<file path="src/rtl/core/tvbq_pkg.sv">
// Shared types, codes and helpers for the tagged value byte queue codec.
// Used by the byte FIFO, the get-side value decoder and the top-level sequencer; depends on nothing.
`default_nettype none

package tvbq_pkg;

    // Fixed field widths.
    localparam int VALUE_W = 64;
    localparam int BYTE_W  = 8;
    localparam int VT_W    = 3;
    localparam int FILL_W  = 12;

    // Default sizes handed down from the top level.
    localparam int DEF_QUEUE_DEPTH = 2048;
    localparam int DEF_LONG_BYTES  = 8;

    // Item mode codes.
    localparam logic MODE_PUT = 1'b0;
    localparam logic MODE_GET = 1'b1;

    // Value type codes.
    localparam logic [VT_W-1:0] VTYPE_INT8  = 3'd0;
    localparam logic [VT_W-1:0] VTYPE_INT16 = 3'd1;
    localparam logic [VT_W-1:0] VTYPE_INT32 = 3'd2;
    localparam logic [VT_W-1:0] VTYPE_LONG  = 3'd3;
    localparam logic [VT_W-1:0] VTYPE_LLONG = 3'd4;

    // Requests from the sequencer to the byte FIFO, one byte per cycle.
    typedef struct packed {
        logic push;
        logic pop;
    } t_fifo_ctl;

    // FIFO status; rd_valid marks the cycle in which a popped byte is returned.
    typedef struct packed {
        logic full;
        logic empty;
        logic rd_valid;
    } t_fifo_sts;

    // The tag byte stored ahead of a value of the given type.
    function automatic logic [BYTE_W-1:0] tag_of(input logic [VT_W-1:0] vt);
        tag_of = BYTE_W'(vt) + BYTE_W'(1);
    endfunction

endpackage

`default_nettype wire

</file>
<file path="src/rtl/core/tvbq_unpack.sv">
// Get-side byte collector and value decoder: shifts returned bytes in one per
// cycle and aligns, extends or negates the result. Depends on tvbq_pkg.
`default_nettype none

module tvbq_unpack #(
    parameter int LONG_BYTES = tvbq_pkg::DEF_LONG_BYTES
) (
    input  wire logic                          i_clk,
    input  wire logic                          i_rst_n,
    input  wire logic                          i_start,
    input  wire logic                          i_rd_valid,
    input  wire logic [tvbq_pkg::BYTE_W-1:0]   i_rdata,
    input  wire logic [tvbq_pkg::VT_W-1:0]     i_value_type,
    output logic [tvbq_pkg::VALUE_W-1:0]       o_value,
    output logic                               o_tag_mismatch
);

    import tvbq_pkg::*;

    localparam int LONG_SHIFT = VALUE_W - BYTE_W * LONG_BYTES;

    logic               r_tag_seen;
    logic [BYTE_W-1:0]  r_tag;
    logic [VALUE_W-1:0] r_acc;
    logic [VALUE_W-1:0] mag32;

    // The first returned byte is the tag; later bytes enter at the top.
    always_ff @(posedge i_clk) begin
        if (!i_rst_n) begin
            r_tag_seen <= 1'b0;
        end else if (i_start) begin
            r_tag_seen <= 1'b0;
        end else if (i_rd_valid) begin
            r_tag_seen <= 1'b1;
        end
    end

    always_ff @(posedge i_clk) begin
        if (i_rd_valid) begin
            if (!r_tag_seen) begin
                r_tag <= i_rdata;
            end else begin
                r_acc <= {i_rdata, r_acc[VALUE_W-1:BYTE_W]};
            end
        end
    end

    // The last bytes read sit at the top of the accumulator.
    assign mag32 = {33'b0, r_acc[VALUE_W-2:VALUE_W-32]};

    always_comb begin
        case (i_value_type)
            VTYPE_INT8: begin
                o_value = {56'b0, r_acc[VALUE_W-1:VALUE_W-8]};
            end
            VTYPE_INT16: begin
                o_value = VALUE_W'($signed(r_acc) >>> (VALUE_W - 16));
            end
            VTYPE_INT32: begin
                o_value = r_acc[VALUE_W-1] ? (VALUE_W'(0) - mag32) : mag32;
            end
            VTYPE_LONG, VTYPE_LLONG: begin
                o_value = VALUE_W'($signed(r_acc) >>> LONG_SHIFT);
            end
            default: begin
                o_value = '0;
            end
        endcase
    end

    assign o_tag_mismatch = (r_tag != tag_of(i_value_type));

endmodule

`default_nettype wire

</file>
<file path="config.mk">
export PLATFORM = sky130hd
export DESIGN_NAME = tvbq_unpack
export DESIGN_NICKNAME = d
export VERILOG_FILES = /design/src/rtl/core/tvbq_pkg.sv /design/src/rtl/core/tvbq_unpack.sv
export SDC_FILE = /design/constraint.sdc
export NUM_CORES = 1
export LEC_CHECK = 0
export ABC_AREA = 1
export BUFFER_PORTS_ARGS = -buffer_cell sky130_fd_sc_hd__buf_4
export CORE_AREA = 4 4 97 99
export DETAILED_ROUTE_END_ITERATION = 7
export DIE_AREA = 0 0 101 103
export HOLD_SLACK_MARGIN = 0.02
export PLACE_DENSITY = 0.75
export SYNTH_ARGS = -nofsm -noshare
export SYNTH_HDL_FRONTEND = slang
export SYNTH_SLANG_ARGS = --single-unit
</file>
<file path="constraint.sdc">
create_clock -name i_clk -period 2.5 [get_ports i_clk]
set_input_delay 0.75 -clock i_clk [delete_from_list [all_inputs] [get_ports i_clk]]
set_output_delay 0.75 -clock i_clk [all_outputs]
set_load 0.01 [all_outputs]
</file>
==> results.yml <==
power_and_ir_drop:
  combPwrFrac_pct: 20.9
  switchingPower_uw: 875.0
  p_leak_uw: 0.002988
  seqPwrFrac_pct: 45.7
  intPower_uw: 2155
  finalPower_uw: 3030
  power.density_nw_per_um2: 425.8
  ir_drop_v: 0.0003989
  swShare_pct: 28.88
  clockPowerShare_pct: 33.4
cells_and_area:
  area_delta_synth_final_pct: 68.45
  post-route-util_pct: 83.22
  n_antenna_cell: 0
  fin_nets: 741
  layout-drive-gt1-share_pct: 53.03
  fin_cells: 834
global_routing:
  grt-ovfl-total: 0
  antenna_found_initial: 0
  grt_max_degree: 65
  track_usage_pct: 30.83
  grt_pass1_vias: 4641
  grt_pass1_wl_um: 24050
timing:
  fmax_ghz: 0.3243
  slew_headroom_pct: 58.50
  setup_violations: 64
  finClkSkew_ps: 9.544
  tightest_slew_ps: 620.2
  grt_setup_unrepaired: "true"
  period_needed_ps: 3084
  post-route-period-util_pct: 123.4
  fin_ws_ps: -583.8
  finalHoldViolCount: 0
  finalMaxSlewViolations: 0
critical_path:
  required_ps: 1750
  end_kind: "output pin"
  crit_arrival_ps: 2330
  critical_path_peak_fanout: 5
  crit_path_start_kind: "flop"
  critPathKind: "flop to output pin"
  r2r_slack_ps: 1300
routing:
  ant_nets: 0
  routed_wl_um: 16890
  drtIter0Drc: 345
  drc: 0
  wl_per_cell_um: 20.25
  drt_pre_antenna_iters: 5
  route.vias.total: 4835
  vias_per_cell: 5.797
floorplan:
  die_h_um: 103
  dieWidth_um: 101
  die-area_um2: 10400
  core_um2: 8551
  start_util_pct: 49.40
  num_rows: 34
  boundaryPins: 80
synthesis:
  syn_area_um2: 4224
  muxShareOfSynthArea_pct: 0
  synth_compound_area_share_pct: 11.29
  synth_cells: 518
  yosysWarnings: 0
  synthSimpleGateAreaFrac_pct: 28.50
  synth-seq-cells: 73
  synthAdderAreaFrac_pct: 1.481
  synthXorXnorAreaFrac_pct: 1.037
  yosysSeqAreaShare_pct: 51.66
  synth.distinct_cells: 32
  syn_nets: 538
  synth.avg_cell_area_um2: 8.155
  synth_top_family_by_area: "simple AND/OR/NAND/NOR gates"
placed_design:
  gp_congestion: 0.9398
  place_hpwl_um: 10880
  dpl_worst_slack_ps: -355.6
  portBuffers: 79
  dp.cells: 768
job:
  cap_violations: 0
clocking:
  cts_buffers: 9
  clock-sinks: 73
  htreeDepth: 3
  cts_tree: "built"
  clockBufferDepth: 2
  cts_root_buf: "clkbuf_8"
  clock_latency_ps: 360
  holdBufCountCts: 0
  clk_pin_slew_ps: 90
run_status:
  outcome: "complete, but fails checks"
  violations: "setup timing"
hold_path:
  hold_class: "flop to flop"
## synthesized netlist by cell type (all sizes together)
cell,number,area share (%)
buf,14,2.0
nor3,2,0.24
inv,37,3.3
ha,5,1.5
nand4,1,0.15
nor2,58,5.6
o211ai,1,0.18
dfxtp,1,0.47
nand3,54,6.4
a22oi,7,1.2
o21ai,13,1.8
clkbuf,8,0.71
o21bai,1,0.18
xnor2,4,0.83
o22ai,6,0.89
edfxtp,72,51
nor4,1,0.15
a21oi,54,6.4
o21a,1,0.18
nand3b,2,0.36
clkinv,1,0.089
nand2,170,15
a41oi,2,0.41
or2,2,0.30
xor2,1,0.21
## cell families (layout without fill, tap and decap cells)
group / Yosys count / after routing
AOI/OAI and AO/OA: 85 / 85
xor gates and xnor gates: 5 / 5
adders and majority gates: 5 / 5
buffers and inverters: 60 / 268
DFF: 73 / 73
and+or+nand+nor: 290 / 290
## state kept, by name, indices dropped and copies added, names as in the netlist
name / count
r_tag_seen: 1
r_tag: 8
r_acc: 64
## cell type report
class	instances	area, um2
Multi-Input combinational cell	385	2475
Timing Repair Buffer	214	1957
Tap cell	108	135.1
Clock inverter	7	85.08
Sequential cell	73	2182
Inverter	38	157.7
Clock buffer	9	123.9
Fill cell	491	1435
## placed cells by master, fill, tap and decap left out, types with 4 or more instances in the layout
| cell type | count |
|---|---|
| nand2_2 | 26 |
| o22ai_1 | 5 |
| nand2_4 | 11 |
| clkbuf_8 | 9 |
| nor2_4 | 19 |
| buf_6 | 38 |
| nand3_1 | 30 |
| a21oi_2 | 34 |
| edfxtp_1 | 72 |
| inv_2 | 6 |
| buf_4 | 158 |
| o21ai_1 | 7 |
| a22oi_1 | 6 |
| nor2_2 | 18 |
| buf_12 | 12 |
| ha_4 | 4 |
| nor2_1 | 21 |
| inv_1 | 29 |
| nand3_2 | 21 |
| a21oi_1 | 20 |
| nand2_1 | 133 |
## final timing paths
path	from	to	depth (start not counted)
worst max-delay path	r_acc[57]	o_value[46]	8
worst min-delay path	r_acc[24]	r_acc[16]	0
worst max register to register	r_tag_seen	r_tag[1]	1
worst min register to register	r_acc[24]	r_acc[16]	0
## power groups by stage
stage	Clock [uW]	Sequential [uW]	Combinational (uW)
2_1_floorplan	0	1410	233
3_3_place_gp	0	1410	468
3_5_place_dp	0	1410	479
4_1_cts	1020	1380	591
5_1_grt	1080	1390	666
6_report	1010	1390	632
## worst max-delay path, cell delays in order, from the launching register on
cell and delay, ps:
edfxtp_1 500, nor2_1 190, nand2_1 140, or2_0 260, o21a_1 230, o21ai_4 230
buf_2 200, nand2_1 70, buf_4 140
## per-stage QoR
step	hold WS [ps]	area (um2)	setup TNS [ps]
finish	465.6	7116	-26870
global route	473.7	7116	-29900
CTS	466.3	6620	-20990
detailed placement	436.9	5674	-20760
global placement	431.3	5674	-16200
floorplan	420.6	4348	-293.4
## routing by layer
metal / vias up / routed length, um / share of wire, % / track usage (%)
met5: - / 0 / 0 / 0
met4: 0 / 761 / 4.5 / 15.75
met3: 72 / 1343 / 8.0 / 6.698
met2: 266 / 8524 / 50 / 52.66
met1: 2338 / 6261 / 37 / 36.74
li1: 2159 / - / - / -
## timing repair
item / 4_1_cts / 5_1_grt
resized for setup: 132 / 91
pin swaps: 14 / 38
setup endpoints to repair: 65 / 65
gates cloned: 3 / 1
buffers inserted: 24 / 24
No activity file was read; power rests on OpenSTA's default activity.
